## config.mk

```make
export PLATFORM = sky130hd
export DESIGN_NAME = config_text_line_joiner_core_flat
export DESIGN_NICKNAME = d
export VERILOG_FILES = /design/src/ctlj_pkg.sv /design/src/ctlj_in_if.sv /design/src/ctlj_out_if.sv /design/src/ctlj_step.sv /design/src/ctlj_out_fifo.sv /design/src/config_text_line_joiner_core.sv /design/src/flat_wrapper.sv
export SDC_FILE = /design/constraint.sdc
export NUM_CORES = 1
export LEC_CHECK = 0
export ABC_AREA = 1
export BUFFER_PORTS_ARGS = -buffer_cell sky130_fd_sc_hd__buf_4
export CORE_ASPECT_RATIO = 2
export CORE_MARGIN = 2
export CORE_UTILIZATION = 36
export DETAILED_ROUTE_END_ITERATION = 8
export PLACE_DENSITY = 0.61
export SYNTH_ARGS = -nofsm -noshare
export SYNTH_HDL_FRONTEND = slang
export SYNTH_SLANG_ARGS = --single-unit
```

## constraint.sdc

```tcl
create_clock -name clk_i -period 5.9 [get_ports clk_i]
set_input_delay 0.59 -clock clk_i [delete_from_list [all_inputs] [get_ports clk_i]]
set_output_delay 0.59 -clock clk_i [all_outputs]
set_load 0.005 [all_outputs]
```

## src/ctlj_pkg.sv

```systemverilog
// shared types and constants for the config text line joiner
// no dependencies; used by every module of the block and by the testbench
package ctlj_pkg;

  localparam logic [7:0] ChHash      = 8'h23;
  localparam logic [7:0] ChBackslash = 8'h5C;
  localparam logic [7:0] ChNewline   = 8'h0A;
  localparam logic [7:0] ChReturn    = 8'h0D;
  localparam logic [7:0] ChSpace     = 8'h20;
  localparam logic [7:0] ChTab       = 8'h09;

  // result queue holds two beats of one item plus slack for the next ones
  localparam int unsigned FifoDepth = 4;
  localparam int unsigned PtrW      = $clog2(FifoDepth);
  localparam int unsigned CntW      = $clog2(FifoDepth + 1);

  typedef enum logic [2:0] {
    PhStart     = 3'd0,
    PhNormal    = 3'd1,
    PhComment   = 3'd2,
    PhAfterLe   = 3'd3,
    PhAfterPair = 3'd4,
    PhBlanks    = 3'd5
  } phase_e;

  typedef struct packed {
    logic [7:0] out_char;
    logic       is_end;
    logic       last_of_run;
  } result_t;

  typedef struct packed {
    phase_e     phase;
    logic       line_end_was_cr;
    logic [1:0] num;
    result_t    res0;
    result_t    res1;
  } step_t;

endpackage

```

## src/ctlj_in_if.sv

```systemverilog
// input channel of the line joiner: valid/ready plus one raw text byte
// depends on nothing
interface ctlj_in_if;
  logic       valid;
  logic       ready;
  logic [7:0] in_byte;
  logic       end_of_input;

  modport source (output valid, output in_byte, output end_of_input, input ready);
  modport sink   (input valid, input in_byte, input end_of_input, output ready);
endinterface

```

## src/ctlj_out_if.sv

```systemverilog
// output channel of the line joiner: valid/ready plus one logical character
// depends on nothing
interface ctlj_out_if;
  logic       valid;
  logic       ready;
  logic [7:0] out_char;
  logic       is_end;
  logic       last_of_run;

  modport source (output valid, output out_char, output is_end, output last_of_run,
                  input ready);
  modport sink   (input valid, input out_char, input is_end, input last_of_run,
                  output ready);
endinterface

```

## src/ctlj_step.sv

```systemverilog
// per-byte decision logic: next phase and up to two results for one item
// depends on ctlj_pkg
module ctlj_step (
  input  ctlj_pkg::phase_e phase_i,
  input  logic             line_end_was_cr_i,
  input  logic [7:0]       in_byte_i,
  input  logic             end_of_input_i,
  output ctlj_pkg::step_t  step_o
);

  ctlj_pkg::phase_e nph;
  logic ncr;
  logic emit_nl, emit_b, emit_end, do_after, do_plain;
  logic is_le, is_blank, is_pair;
  logic [1:0] num;

  assign is_le    = (in_byte_i == ctlj_pkg::ChNewline) || (in_byte_i == ctlj_pkg::ChReturn);
  assign is_blank = (in_byte_i == ctlj_pkg::ChSpace) || (in_byte_i == ctlj_pkg::ChTab);
  assign is_pair  = (line_end_was_cr_i && (in_byte_i == ctlj_pkg::ChNewline)) ||
                    (!line_end_was_cr_i && (in_byte_i == ctlj_pkg::ChReturn));

  always_comb begin
    nph      = phase_i;
    ncr      = line_end_was_cr_i;
    emit_nl  = 1'b0;
    emit_b   = 1'b0;
    emit_end = 1'b0;
    do_after = 1'b0;
    do_plain = 1'b0;
    if (end_of_input_i) begin
      emit_nl  = (phase_i == ctlj_pkg::PhAfterLe) || (phase_i == ctlj_pkg::PhAfterPair) ||
                 (phase_i == ctlj_pkg::PhBlanks);
      emit_end = 1'b1;
      nph      = ctlj_pkg::PhStart;
      ncr      = 1'b0;
    end else begin
      case (phase_i)
        ctlj_pkg::PhStart: begin
          if (in_byte_i == ctlj_pkg::ChHash) nph = ctlj_pkg::PhComment;
          else do_plain = 1'b1;
        end
        ctlj_pkg::PhComment: begin
          if (is_le) begin
            nph = ctlj_pkg::PhAfterLe;
            ncr = (in_byte_i == ctlj_pkg::ChReturn);
          end
        end
        ctlj_pkg::PhAfterLe: begin
          if (is_pair) nph = ctlj_pkg::PhAfterPair;
          else do_after = 1'b1;
        end
        ctlj_pkg::PhAfterPair: begin
          do_after = 1'b1;
        end
        ctlj_pkg::PhBlanks: begin
          if (is_blank) begin
            nph = ctlj_pkg::PhBlanks;
          end else if (in_byte_i == ctlj_pkg::ChBackslash) begin
            nph = ctlj_pkg::PhNormal;
          end else begin
            emit_nl  = 1'b1;
            do_plain = 1'b1;
          end
        end
        default: begin
          do_plain = 1'b1;
        end
      endcase

      // first byte after a complete line end, newline still pending
      if (do_after) begin
        if (in_byte_i == ctlj_pkg::ChHash) begin
          nph = ctlj_pkg::PhComment;
        end else if (is_blank) begin
          nph = ctlj_pkg::PhBlanks;
        end else if (in_byte_i == ctlj_pkg::ChBackslash) begin
          nph = ctlj_pkg::PhNormal;
        end else begin
          emit_nl  = 1'b1;
          do_plain = 1'b1;
        end
      end

      if (do_plain) begin
        if (is_le) begin
          nph = ctlj_pkg::PhAfterLe;
          ncr = (in_byte_i == ctlj_pkg::ChReturn);
        end else begin
          emit_b = 1'b1;
          nph    = ctlj_pkg::PhNormal;
        end
      end
    end
  end

  assign num = {1'b0, emit_nl} + {1'b0, emit_b} + {1'b0, emit_end};

  always_comb begin
    step_o.phase           = nph;
    step_o.line_end_was_cr = ncr;
    step_o.num             = num;
    step_o.res0.out_char   = emit_nl ? ctlj_pkg::ChNewline : (emit_b ? in_byte_i : 8'h00);
    step_o.res0.is_end     = !emit_nl && !emit_b && emit_end;
    step_o.res0.last_of_run = (num == 2'd1);
    step_o.res1.out_char   = emit_b ? in_byte_i : 8'h00;
    step_o.res1.is_end     = emit_end;
    step_o.res1.last_of_run = 1'b1;
  end

endmodule

```

## src/ctlj_out_fifo.sv

```systemverilog
// small result queue: takes up to two results a cycle, hands out one a beat
// depends on ctlj_pkg and ctlj_out_if
module ctlj_out_fifo (
  input  logic              clk_i,
  input  logic              rst_ni,
  input  logic [1:0]        push_num_i,
  input  ctlj_pkg::result_t res0_i,
  input  ctlj_pkg::result_t res1_i,
  output logic              room_o,
  ctlj_out_if.source        out_o
);

  ctlj_pkg::result_t mem [ctlj_pkg::FifoDepth];
  logic [ctlj_pkg::PtrW-1:0] wr_q, wr_d, rd_q, rd_d, wr_next;
  logic [ctlj_pkg::CntW-1:0] cnt_q, cnt_d;
  logic pop;

  assign pop     = out_o.valid && out_o.ready;
  assign wr_next = wr_q + ctlj_pkg::PtrW'(1);
  // room for a full item of two results, judged on the registered count
  assign room_o  = (cnt_q <= ctlj_pkg::CntW'(ctlj_pkg::FifoDepth - 2));

  always_comb begin
    wr_d  = wr_q + ctlj_pkg::PtrW'(push_num_i);
    rd_d  = pop ? rd_q + ctlj_pkg::PtrW'(1) : rd_q;
    cnt_d = cnt_q + ctlj_pkg::CntW'(push_num_i) - ctlj_pkg::CntW'(pop);
  end

  always_ff @(posedge clk_i or negedge rst_ni) begin
    if (!rst_ni) begin
      wr_q  <= '0;
      rd_q  <= '0;
      cnt_q <= '0;
    end else begin
      wr_q  <= wr_d;
      rd_q  <= rd_d;
      cnt_q <= cnt_d;
    end
  end

  always_ff @(posedge clk_i) begin
    if (push_num_i != 2'd0) mem[wr_q] <= res0_i;
    if (push_num_i == 2'd2) mem[wr_next] <= res1_i;
  end

  assign out_o.valid       = (cnt_q != '0);
  assign out_o.out_char    = mem[rd_q].out_char;
  assign out_o.is_end      = mem[rd_q].is_end;
  assign out_o.last_of_run = mem[rd_q].last_of_run;

endmodule

```

## src/config_text_line_joiner_core.sv

```systemverilog
// Config text line joiner: drops comments, folds CR/LF pairs into one newline,
// strips leading blanks and joins backslash-continued lines. One input byte is
// taken per cycle while the result queue has room; an item goes input register
// -> decision logic -> result queue, and its results are registered in the
// queue before they leave. Items with a single result sustain one per cycle
// while the output is ready; an item that yields two results (pending newline
// plus a character, or newline plus end marker) needs two output beats, and the
// four-entry result queue stalls input when fewer than two free slots remain. No clearing pass after reset.
// depends on ctlj_pkg, ctlj_in_if, ctlj_out_if, ctlj_step, ctlj_out_fifo
module config_text_line_joiner_core (
  input  logic      clk_i,
  input  logic      rst_ni,
  ctlj_in_if.sink   in_i,
  ctlj_out_if.source out_o
);

  logic             in_valid_q, in_valid_d;
  logic [7:0]       in_byte_q;
  logic             eoi_q;
  ctlj_pkg::phase_e phase_q, phase_d;
  logic             cr_q, cr_d;
  logic             room, advance, take;
  logic [1:0]       push_num;
  ctlj_pkg::step_t  step;

  assign advance    = in_valid_q && room;
  assign in_i.ready = !in_valid_q || room;
  assign take       = in_i.valid && in_i.ready;
  assign push_num   = advance ? step.num : 2'd0;

  always_comb begin
    in_valid_d = take ? 1'b1 : (advance ? 1'b0 : in_valid_q);
    phase_d    = advance ? step.phase : phase_q;
    cr_d       = advance ? step.line_end_was_cr : cr_q;
  end

  always_ff @(posedge clk_i or negedge rst_ni) begin
    if (!rst_ni) begin
      in_valid_q <= 1'b0;
      phase_q    <= ctlj_pkg::PhStart;
      cr_q       <= 1'b0;
    end else begin
      in_valid_q <= in_valid_d;
      phase_q    <= phase_d;
      cr_q       <= cr_d;
    end
  end

  always_ff @(posedge clk_i) begin
    if (take) begin
      in_byte_q <= in_i.in_byte;
      eoi_q     <= in_i.end_of_input;
    end
  end

  ctlj_step u_step (
    .phase_i           (phase_q),
    .line_end_was_cr_i (cr_q),
    .in_byte_i         (in_byte_q),
    .end_of_input_i    (eoi_q),
    .step_o            (step)
  );

  ctlj_out_fifo u_fifo (
    .clk_i      (clk_i),
    .rst_ni     (rst_ni),
    .push_num_i (push_num),
    .res0_i     (step.res0),
    .res1_i     (step.res1),
    .room_o     (room),
    .out_o      (out_o)
  );

endmodule

```

## src/flat_wrapper.sv

```systemverilog
// flat-port wrapper written by rule: the top's interface ports become plain ports
module config_text_line_joiner_core_flat 
  (clk_i, rst_ni, in_i_valid, in_i_in_byte, in_i_end_of_input, in_i_ready, out_o_valid, out_o_out_char, out_o_is_end, out_o_last_of_run, out_o_ready);
  ctlj_in_if in_i_i ();
  ctlj_out_if out_o_i ();
  input  logic clk_i;
  input  logic rst_ni;
  input wire logic [$bits(in_i_i.valid)-1:0] in_i_valid;
  input wire logic [$bits(in_i_i.in_byte)-1:0] in_i_in_byte;
  input wire logic [$bits(in_i_i.end_of_input)-1:0] in_i_end_of_input;
  output wire logic [$bits(in_i_i.ready)-1:0] in_i_ready;
  output wire logic [$bits(out_o_i.valid)-1:0] out_o_valid;
  output wire logic [$bits(out_o_i.out_char)-1:0] out_o_out_char;
  output wire logic [$bits(out_o_i.is_end)-1:0] out_o_is_end;
  output wire logic [$bits(out_o_i.last_of_run)-1:0] out_o_last_of_run;
  input wire logic [$bits(out_o_i.ready)-1:0] out_o_ready;
  assign in_i_i.valid = in_i_valid;
  assign in_i_i.in_byte = in_i_in_byte;
  assign in_i_i.end_of_input = in_i_end_of_input;
  assign in_i_ready = in_i_i.ready;
  assign out_o_valid = out_o_i.valid;
  assign out_o_out_char = out_o_i.out_char;
  assign out_o_is_end = out_o_i.is_end;
  assign out_o_last_of_run = out_o_i.last_of_run;
  assign out_o_i.ready = out_o_ready;
  config_text_line_joiner_core u_core (.clk_i(clk_i), .rst_ni(rst_ni), .in_i(in_i_i), .out_o(out_o_i));
endmodule
```

# Yosys cells after proc, flatten, opt, wreduce, memory -nomap -nowiden
# Memories as Yosys holds them, arrays and structs flattened.
# Index checks and enable logic that the tools add are counted.
[op_classes]
add_sub_neg = 7
magnitude_cmp = 1
eq_ne = 12
mux = 49
n_reduce_logical = 22
[op_table]
columns = ["op", "count"]
rows = [
  ["two-way mux 3 bit", 11],
  ["two-way mux 1 bit", 31],
  ["== test 8 x 4 -> 1 bit (second input constant)", 3],
  ["== test 8 x 6 -> 1 bit (second input constant)", 2],
  ["two-way mux 8 bit", 2],
  ["one-hot mux 3 bit (4 select lines)", 1],
  ["== test 8 x 7 -> 1 bit (second input constant)", 1],
  ["logical AND 1 bit", 7],
  ["== test 3 x 2 -> 1 bit (second input constant)", 2],
  ["== test 3 bit (second input constant)", 2],
  ["logical OR 1 bit", 6],
  ["adder 2 x 1 -> 2 bit (second input constant)", 2],
  ["logical NOT 1 bit", 4],
  ["two-way mux 2 bit", 2],
  ["nonzero test 2 bit", 2],
  ["adder 3 x 2 -> 3 bit", 1],
  ["<= comparator 3 x 2 -> 1 bit (second input constant)", 1],
  ["logical NOT 3 bit", 1],
  ["one-hot mux 1 bit (3 select lines)", 1],
  ["nonzero test 3 bit", 1],
  ["OR reduction 3 bit", 1],
  ["subtractor 3 x 1 -> 3 bit", 1],
  ["adder 1 x 1 -> 2 bit", 1],
  ["adder 2 x 1 -> 2 bit", 1],
  ["4 further kinds", 4],
]
[word_totals]
reg_bits = 21
ram_bits = 40
memories = 1
[mem_list]
columns = ["name", "words", "width", "rd", "rd_clocked_by_memory_dff", "wr", "line_no", "source"]
rows = [
  ["u_core.u_fifo.mem", 4, 10, 1, 0, 2, "ctlj_out_fifo.sv:13", "ctlj_pkg::result_t mem [ctlj_pkg::FifoDepth];"],
]

# Logic depth before layout (Yosys ltp)
# Gate-level depths: netlist of run 1.
[logic_depth]
ltp_word = 17
ltp_mapped = 21
mapped_depth_nobuf = 21

# Modules after synthesis
# Synthesis of run 1 repeated with hierarchy kept, for this count alone.
[hier_totals]
hier_cells = 501
area_unflattened_um2 = 3762.4
[modules_own_cells]
columns = ["mod", "n_inst", "cells_each", "area_each_um2", "seq_area_each_um2"]
rows = [
  ["ctlj_out_fifo", 1, 325, 2597.5, 1376.3],
  ["ctlj_step", 1, 140, 678.2, 0.0],
  ["config_text_line_joiner_core", 1, 36, 486.7, 395.4],
]

# Worst setup path after synthesis of run 1
# Ideal clock, no wire load.
[synth_path]
path_type = "reg-to-reg"
from = "reg u_core.in_byte_q[4]"
to = "reg u_core.u_fifo.cnt_q[2] in the netlist's numbering"
setup_time_ns = 0.129
t_arrival_ns = 3.256
required_ns = 5.771
setup_slack_ns = 2.516
path_stages_with_launch = 22
path_buffers = 0
period_less_slack_ns = 3.384
path_cell_list = "edfxtp_1 -> inv_1 -> nand2_1 -> nor2_2 -> nand2_1 -> nand2_1 -> nand2_1 -> nor2_2 -> nand2_4 -> nand2_4 -> nor2_8 -> fa_1 -> inv_1 -> nor2_1 -> inv_1 -> ha_1 -> inv_1 -> ha_1 -> inv_1 -> fa_1 -> xnor2_1 -> xor2_1"
[synth_between]
elab_chain_cells = 16
word_cells_on_any_way = 37
[synth_lines]
columns = ["item", "line_no", "source"]
rows = [
  ["start: declaration", "config_text_line_joiner_core.sv:18", "logic [7:0] in_byte_q;"],
  ["start signal: assignment", "config_text_line_joiner_core.sv:51", "in_byte_q <= in_i.in_byte;"],
  ["== test 8 x 7 -> 1 bit, or another cell as far along", "ctlj_step.sv:58, ctlj_step.sv:76", ""],
  ["two-way mux 1 bit or logical OR 1 bit (tied branches)", "ctlj_step.sv:58, ctlj_step.sv:18", ""],
  ["two-way mux 1 bit", "ctlj_step.sv:56", "if (is_blank) begin"],
  ["one-hot mux 1 bit (3 select lines)", "ctlj_step.sv:37", "case (phase_i)"],
  ["two-way mux 1 bit", "ctlj_step.sv:76", "end else if (in_byte_i == ctlj_pkg::ChBackslash) begin"],
  ["two-way mux 1 bit", "ctlj_step.sv:74", "end else if (is_blank) begin"],
  ["two-way mux 1 bit", "ctlj_step.sv:72", "if (in_byte_i == ctlj_pkg::ChHash) begin"],
  ["two-way mux 1 bit", "ctlj_step.sv:71", "if (do_after) begin"],
  ["two-way mux 1 bit", "ctlj_step.sv:30", "if (end_of_input_i) begin"],
  ["two-way mux 1 bit", "ctlj_step.sv:84", "if (do_plain) begin"],
  ["two-way mux 1 bit", "ctlj_step.sv:30", ""],
  ["adder 1 x 1 -> 2 bit *", "ctlj_step.sv:96", "assign num = {1'b0, emit_nl} + {1'b0, emit_b} + {1'b0, emit_end};"],
  ["adder 2 x 1 -> 2 bit *", "ctlj_step.sv:96", ""],
  ["two-way mux 2 bit *", "config_text_line_joiner_core.sv:29", "assign push_num = advance ? step.num : 2'd0;"],
  ["adder 3 x 2 -> 3 bit *", "ctlj_out_fifo.sv:26", "cnt_d = cnt_q + ctlj_pkg::CntW'(push_num_i) - ctlj_pkg::CntW'(pop);"],
  ["subtractor 3 x 1 -> 3 bit *", "ctlj_out_fifo.sv:26", ""],
  ["named net u_core.u_fifo.cnt_d (one bit)", "ctlj_out_fifo.sv:15", "logic [ctlj_pkg::CntW-1:0] cnt_q, cnt_d;"],
  ["end signal: assignment", "ctlj_out_fifo.sv:37", "cnt_q <= cnt_d;"],
  ["end: declaration", "ctlj_out_fifo.sv:15", ""],
]
# The timed path passes the listed nets; every way through them passes the cells marked *. The select of a mux whose other input is x is not followed.
# A chain may end at the register's enable or synchronous reset.

# Worst setup path in the final report of run 1
[layout_path]
from = "reg u_core.in_byte_q[1]"
to = "reg u_core.u_fifo.cnt_q[2] in the netlist's numbering"
# Same word-level chain as after synthesis.

==> results of run 1 <==
==> synth_stat cells <==
cell type,number
sky130_fd_sc_hd__a211oi_1,1
sky130_fd_sc_hd__a21oi_1,15
sky130_fd_sc_hd__a21oi_2,1
sky130_fd_sc_hd__buf_2,1
sky130_fd_sc_hd__buf_6,1
sky130_fd_sc_hd__clkbuf_1,5
sky130_fd_sc_hd__dfrtp_1,12
sky130_fd_sc_hd__dfxtp_1,4
sky130_fd_sc_hd__edfxtp_1,45
sky130_fd_sc_hd__fa_1,2
sky130_fd_sc_hd__ha_1,5
sky130_fd_sc_hd__inv_1,45
sky130_fd_sc_hd__inv_2,3
sky130_fd_sc_hd__nand2_1,63
sky130_fd_sc_hd__nand2_2,8
sky130_fd_sc_hd__nand2_4,12
sky130_fd_sc_hd__nand3_1,12
sky130_fd_sc_hd__nand3_2,3
sky130_fd_sc_hd__nand3_4,1
sky130_fd_sc_hd__nand4_1,6
sky130_fd_sc_hd__nor2_1,78
sky130_fd_sc_hd__nor2_2,3
sky130_fd_sc_hd__nor2_4,4
sky130_fd_sc_hd__nor2_8,1
sky130_fd_sc_hd__nor3_1,2
sky130_fd_sc_hd__o211ai_1,1
sky130_fd_sc_hd__o21ai_0,23
sky130_fd_sc_hd__o22ai_1,14
sky130_fd_sc_hd__xnor2_1,1
sky130_fd_sc_hd__xor2_1,4
==> stage by stage <==
stage,power (mW),instance area (sq um),hold slack (ns),util (%)
after floorplan,1.264,3348,0.2944,-
after global placement,1.525,3621,0.4435,40.18
after detailed placement,1.547,3621,0.4453,40.18
after CTS,2.148,3949,0.08982,43.82
after global routing,2.272,3949,0.1015,43.82
final,2.121,3949,0.09738,43.82
==> how the worst max path moves through the flow <==
stage	to	slack, ns	depth (start not counted)
floorplan	u_core.u_fifo.cnt_q[2]$_DFF_PN0_	2.52	21
global placement	u_core.u_fifo.cnt_q[2]$_DFF_PN0_	2.30	21
detailed placement	u_core.u_fifo.cnt_q[2]$_DFF_PN0_	2.18	21
CTS	u_core.u_fifo.cnt_q[2]$_DFF_PN0_	2.13	21
global route	u_core.u_fifo.cnt_q[2]$_DFF_PN0_	1.81	21
finish	u_core.u_fifo.cnt_q[2]$_DFF_PN0_	2.16	21
==> sequential cells by signal (all words and copies together) (netlist names) <==
signal / flops
u_core.cr_q: 1
u_core.eoi_q: 1
u_core.in_byte_q: 8
u_core.in_valid_q: 1
u_core.phase_q: 3
u_core.u_fifo.cnt_q: 3
u_core.u_fifo.mem: 40
u_core.u_fifo.rd_q: 2
u_core.u_fifo.wr_q: 2
==> layer usage <==
metal	routed length [um]	global-route usage, %	up-vias
li1	-	-	1293
met4	278	9.136	0
met2	4496	31.92	63
met5	0	0	-
met3	213	2.734	20
met1	2567	14.86	1223
==> area by class of cell <==
class                   instances  area [sq um]
inverters                      48         180.2
fillers                       890          5064
flip-flops and latches         61          1732
repair buffers                 24         180.2
clock inverters                 6         102.6
well taps                     102         127.6
multi-input cells             260          1401
clock buffers                   9         225.2
==> placed cells by master, fill, tap and decap left out, types with 2 or more instances in the layout <==
cell and n:
sky130_fd_sc_hd__nand3_1 12, sky130_fd_sc_hd__nand2_4 12, sky130_fd_sc_hd__nand2_2 8, sky130_fd_sc_hd__inv_2 3, sky130_fd_sc_hd__nor2_2 3, sky130_fd_sc_hd__nand3_2 3, sky130_fd_sc_hd__nor2_4 4, sky130_fd_sc_hd__dfxtp_1 4
sky130_fd_sc_hd__nand2_1 63, sky130_fd_sc_hd__clkbuf_16 9, sky130_fd_sc_hd__nand4_1 6, sky130_fd_sc_hd__dfrtp_1 12, sky130_fd_sc_hd__inv_1 45, sky130_fd_sc_hd__buf_4 24, sky130_fd_sc_hd__bufinv_16 3, sky130_fd_sc_hd__edfxtp_1 45
sky130_fd_sc_hd__o22ai_1 14, sky130_fd_sc_hd__nor2_1 78, sky130_fd_sc_hd__nor3_1 2, sky130_fd_sc_hd__ha_1 5, sky130_fd_sc_hd__o21ai_0 23, sky130_fd_sc_hd__xor2_1 4, sky130_fd_sc_hd__a21oi_1 15, sky130_fd_sc_hd__clkinv_1 2
sky130_fd_sc_hd__fa_1 2
==> power groups by stage <==
stage	logic, mW	registers (mW)	clock network [mW]
floorplan	0.585	0.680	0
global placement	0.795	0.730	0
detailed placement	0.810	0.737	0
CTS	0.822	0.729	0.597
global route	0.910	0.748	0.615
finish	0.807	0.726	0.587
==> cell families after synthesis <==
family          share of synthesized area, %
fa+ha+maj                              3.064
xor+xnor                               1.308
buf+inv                                6.427
flops                                  51.72
compound gates                         9.006
simple gates                           28.48
==> results_dict.tcl, run 1 <==
set metrics [dict create \
    grt_pass1_vias 2663 \
    cts_buffer_depth 2 \
    startpoint_type "register" \
    synth_seq_area_share_pct 51.72 \
    layout.cells.non_filler 510 \
    initial_antenna_violation_count 0 \
    insertion_delay_ns 0.33 \
    path_common_cell "sky130_fd_sc_hd__inv_1" \
    die_width_um 72.20 \
    layout_worst_path_cycle_share_pct 63.47 \
    post_cts_hold_buffer_count 0 \
    comb_power_share_pct 38.1 \
    netlist_instances 376 \
    setup_repair_after_global_routing_missed_its_margin "no" \
    post_synth.cell_area_avg_sq_um 8.905 \
    antenna_violation_net_count_after_detailed_routing 0 \
    worst-endpoint-arrival_ns 3.99 \
    post-synth-top-area-fraction_pct 40.36 \
    final_hold_viol_count 0 \
    floorplan.initialDensity_pct 37.15 \
    via_count 2599 \
    num-nets-final 424 \
    critical_path.reg2reg.startpoint "u_core.in_byte_q[1]$_DFFE_PP_" \
    startpoint "u_core.in_byte_q[1]$_DFFE_PP_" \
    netlist_top_cells_area "sky130_fd_sc_hd__edfxtp_1 (40%), sky130_fd_sc_hd__dfrtp_1 (9.0%), sky130_fd_sc_hd__nor2_1 (8.7%), sky130_fd_sc_hd__nand2_1 (7.1%), sky130_fd_sc_hd__inv_1 (5.0%)" \
    synth.ff_latch_count 61 \
    drive_gt1_share_pct 17.89 \
    worstSetupPathType "register to register" \
    irDropWorstVdd_uv 291.1 \
    rows 49 \
    maximum_number_of_pins_on_one_net_before_global_route_repair 23 \
    mappedNetlistArea_sq_um 3348 \
    first_pass_iters 4 \
    htree_levels 3 \
    max_slew_violation_count 0 \
    grtUsageTotal_pct 16.31 \
    worstRegToRegCells 21 \
    r2r_end "u_core.u_fifo.cnt_q[2]$_DFF_PN0_" \
    antenna_cells_inserted 0 \
    layout-area-overhead-vs-synth_pct 17.94 \
    run_status "finished, final reports clean" \
    yosys.area.top_type "sky130_fd_sc_hd__edfxtp_1" \
    detail_route.iter0.violations 167 \
    worst-r2r-setup-slack_ns 2.16 \
    timing.max_slew.rel_slack_pct 41.48 \
    synth.net_count 396 \
    numCtsBuffers 9 \
    floorplan.die.height_um 140.4 \
    pwr-share-clk_pct 27.7 \
    total_leakage_power_nw 1.706 \
    setup_total_negative_slack_ns 0 \
    cts.repair_timing.setup_buffer_count 0 \
    number_of_resized_instances_in_the_post_cts_repair_step 0 \
    tritoncts_sinks 61 \
    min_cycle_time_layout_ns 3.745 \
    ys.warnings.count 0 \
    seq_power_share_pct 34.2 \
    worst_slack_ns 2.155 \
    grt_first_pass_wirelength_um 12480 \
    maxCapViolations 0 \
    critical_path.slowest_cell "sky130_fd_sc_hd__fa_1" \
    yosys.cell_types.count 30 \
    critical_path_buf_inv_count 6 \
    detail_route.wirelength_um 7555 \
    path_cells "inv_1, nand2_1, nor2_1, nand3_2, nand3_2, nand2_4, nand2_4, nand2_1, nand2_1, inv_1, fa_1, inv_1, nor2_1, inv_1, ha_1, inv_1, ha_1, inv_1, fa_1, xnor2_1, xor2_1" \
    clock.fmax_ghz 0.2671 \
    fin_skew_ns 0.005304 \
    min-delay-path-class "input port to asynchronous set/reset pin" \
    cts_tree "built" \
    power.density_nw_per_um2 537.0 \
    cts_root_buf "sky130_fd_sc_hd__clkbuf_16" \
    power_switching_share_pct 37.69 \
    timing.critical_path.required_ns 6.15 \
    drt_drc_violations_left 0 \
    final_estimated_routing_congestion_in_global_placement 0.8403 \
    clk_transition_reported_paths_ns 0.05 \
    worst_path_maximum_fanout 5 \
    max_slew.worst_pin.slew_ns 0.8779 \
    avgRoutedWirePerCell_um 14.81 \
    final_global_route_overflow_total 0 \
    longest_individual_stage_delay_on_the_worst_path_ns 0.53 \
    floorplan.die_area_sq_um 10140 \
    top_level_ports 25 \
    p_int_mw 1.321 \
    count_of_input_and_output_buffers 24 \
    setup-violations-final 0 \
    cp_top_family "adder cells" \
    p_sw_mw 0.7993 \
    crit_path_end_kind "register" \
    instance_count_after_placement_with_tap_cells_included 495 \
    dp_slack_ns 2.178 \
    dp_hpwl_um 5937 \
    per_cell_via_count_in_the_routed_design 5.096 \
    core_area_sq_um 9012 \
]
(Power assumes the default switching activity.)
==> run 2: changes to the inputs <==
==> constraint.sdc (replaced) <==
create_clock -name clk_i -period 3.9 [get_ports clk_i]
set_input_delay 0.39 -clock clk_i [delete_from_list [all_inputs] [get_ports clk_i]]
set_output_delay 0.39 -clock clk_i [all_outputs]
set_load 0.005 [all_outputs]
==> results_dict.tcl, run 2 (same netlist as run 1, synthesis figures left out) <==
set metrics [dict create \
    dp_hpwl_um 5927 \
    setup_repair_after_global_routing_missed_its_margin "no" \
    longest_individual_stage_delay_on_the_worst_path_ns 0.53 \
    floorplan.initialDensity_pct 37.15 \
    fin_skew_ns 0.006936 \
    layout-area-overhead-vs-synth_pct 17.71 \
    pwr-share-clk_pct 24.4 \
    max_slew.worst_pin.slew_ns 0.8231 \
    final_global_route_overflow_total 0 \
    layout_worst_path_cycle_share_pct 93.80 \
    total_leakage_power_nw 1.707 \
    layout_commonest_cell "sky130_fd_sc_hd__nor2_1" \
    critical_path_buf_inv_count 5 \
    run_status "finished, final reports clean" \
    worstSetupPathType "register to register" \
    top_level_ports 25 \
    htree_levels 3 \
    worst-endpoint-arrival_ns 3.91 \
    drive_gt1_share_pct 18.64 \
    per_cell_via_count_in_the_routed_design 5.050 \
    startpoint_type "register" \
    timing.max_slew.rel_slack_pct 45.13 \
    p_sw_mw 1.200 \
    worst_path_maximum_fanout 7 \
    min_cycle_time_layout_ns 3.658 \
    power_switching_share_pct 38.93 \
    min-delay-path-class "input port to register" \
    largest_register_ffs 40 \
    antenna_violation_net_count_after_detailed_routing 0 \
    num-nets-final 429 \
    grtUsageTotal_pct 16.00 \
    hold-worst-slack_ns 0.2365 \
    tritoncts_sinks 61 \
    filler_cell_count 890 \
    cts_buffer_depth 2 \
    seq_power_share_pct 35.5 \
    antenna_cells_inserted 0 \
    timing.critical_path.required_ns 4.15 \
    most_frequent_cells_in_the_layout "sky130_fd_sc_hd__nor2_1 (78), sky130_fd_sc_hd__nand2_1 (63), sky130_fd_sc_hd__inv_1 (45), sky130_fd_sc_hd__edfxtp_1 (45), sky130_fd_sc_hd__buf_4 (28)" \
    setup-violations-final 0 \
    floorplan.die.height_um 140.4 \
    crit_path_end_kind "register" \
    cts_tree "built" \
    clock.fmax_ghz 0.2734 \
    setup_total_negative_slack_ns 0 \
    final_hold_viol_count 0 \
    floorplan.die_area_sq_um 10140 \
    p_int_mw 1.883 \
    detail_route.wirelength_um 7497 \
    rows 49 \
    irDropWorstVdd_uv 273.8 \
    avgRoutedWirePerCell_um 14.56 \
    maximum_number_of_pins_on_one_net_before_global_route_repair 23 \
    grt_first_pass_wirelength_um 12280 \
    path_common_cell "sky130_fd_sc_hd__inv_1" \
    count_of_input_and_output_buffers 24 \
    die_width_um 72.20 \
    via_count 2601 \
    numCtsBuffers 9 \
    cts_root_buf "sky130_fd_sc_hd__clkbuf_16" \
    path_cells "inv_1, nand2_1, nor2_2, nand2_1, nand2_1, nand2_1, nor2_2, nand2_4, nand2_4, nor2_8, fa_1, inv_1, nor2_1, inv_1, ha_1, inv_1, ha_1, inv_1, fa_1, xnor2_1, xor2_1" \
    final_estimated_routing_congestion_in_global_placement 0.8562 \
    first_pass_iters 5 \
    critical_path.slowest_cell "sky130_fd_sc_hd__fa_1" \
    cp_top_family "adder cells" \
    insertion_delay_ns 0.33 \
    clk_transition_reported_paths_ns 0.05 \
    layout_top_registers "u_core.u_fifo.mem (40), u_core.in_byte_q (8)" \
    detail_route.iter0.violations 137 \
    maxCapViolations 0 \
    power.density_nw_per_um2 782.2 \
    grt_pass1_vias 2657 \
    cts.repair_timing.setup_buffer_count 0 \
    comb_power_share_pct 40.1 \
    finalPower_mw 3.083 \
    core_area_sq_um 9012 \
    top_register "u_core.u_fifo.mem" \
    drt_drc_violations_left 0 \
    max_slew_violation_count 0 \
    initial_antenna_violation_count 0 \
]
run 2: path summary, 6_finish.rpt:
path	depth (start not counted)	from	to	slack [ns]
worst max-delay path	21	u_core.in_byte_q[4]$_DFFE_PP_	u_core.u_fifo.cnt_q[2]$_DFF_PN0_	0.24
worst min-delay path	1	in_i_in_byte[0]	u_core.in_byte_q[0]$_DFFE_PP_	0.24
min in group asynchronous	2	rst_ni	u_core.u_fifo.wr_q[0]$_DFF_PN0_	0.44
worst max register to register	21	u_core.in_byte_q[4]$_DFFE_PP_	u_core.u_fifo.cnt_q[2]$_DFF_PN0_	0.24
max in group asynchronous	2	rst_ni	u_core.phase_q[1]$_DFFE_PN0P_	3.29
worst min register to register	2	u_core.u_fifo.mem[1][0]$_SDFFE_PP1P_	u_core.u_fifo.mem[1][0]$_SDFFE_PP1P_	0.49
run 2: worst reg2reg max path: stages (launching register included):
cell,delay [ns]
sky130_fd_sc_hd__edfxtp_1,0.46
sky130_fd_sc_hd__inv_1,0.12
sky130_fd_sc_hd__nand2_1,0.07
sky130_fd_sc_hd__nor2_2,0.17
sky130_fd_sc_hd__nand2_1,0.16
sky130_fd_sc_hd__nand2_1,0.09
sky130_fd_sc_hd__nand2_1,0.06
sky130_fd_sc_hd__nor2_2,0.17
sky130_fd_sc_hd__nand2_4,0.10
sky130_fd_sc_hd__nand2_4,0.09
sky130_fd_sc_hd__nor2_8,0.07
sky130_fd_sc_hd__fa_1,0.53
sky130_fd_sc_hd__inv_1,0.05
sky130_fd_sc_hd__nor2_1,0.18
sky130_fd_sc_hd__inv_1,0.07
sky130_fd_sc_hd__ha_1,0.27
sky130_fd_sc_hd__inv_1,0.06
sky130_fd_sc_hd__ha_1,0.13
sky130_fd_sc_hd__inv_1,0.05
sky130_fd_sc_hd__fa_1,0.37
sky130_fd_sc_hd__xnor2_1,0.18
sky130_fd_sc_hd__xor2_1,0.17
run 2: layout make-up:
type                       count  area, sq um  area share [%]
clock inverter                 6        55.05           1.397
sequential                    61         1732           43.94
timing repair buffer          29        220.2           5.587
clock buffer                   9        225.2           5.714
inverter                      48        180.2           4.571
multi-input combinational    260         1401           35.56
tap                          102        127.6           3.238
run 2: metal layers:
metal / vias to the layer above / global-route usage [%] / wire [um]
met5: - / 0 / 0
li1: 1301 / - / -
met2: 56 / 30.95 / 4373
met3: 21 / 3.022 / 237
met1: 1223 / 14.48 / 2589
met4: 0 / 9.434 / 296
run 2: timing repair:
action	4_1_cts	5_1_grt
hold endpoints to repair	12	0
gates resized for setup	0	0
hold buffers	1	0
run 2: power by group through the flow:
| stage | sequential, mW | clock (mW) | combinational, mW |
|---|---|---|---|
| after floorplan | 1.03 | 0 | 0.884 |
| after global placement | 1.10 | 0 | 1.22 |
| after detailed placement | 1.11 | 0 | 1.24 |
| after CTS | 1.10 | 0.771 | 1.26 |
| after global routing | 1.12 | 0.795 | 1.40 |
| final | 1.09 | 0.753 | 1.23 |
run 2: per-stage QoR:
step	util, %	cell area, sq um	setup WS [ns]	cells
floorplan	-	3348	0.5157	376
global placement	40.51	3651	0.3266	499
detailed placement	40.51	3651	0.2138	499
CTS	43.73	3941	0.2124	515
global route	43.73	3941	0.005358	515
finish	43.73	3941	0.2417	515
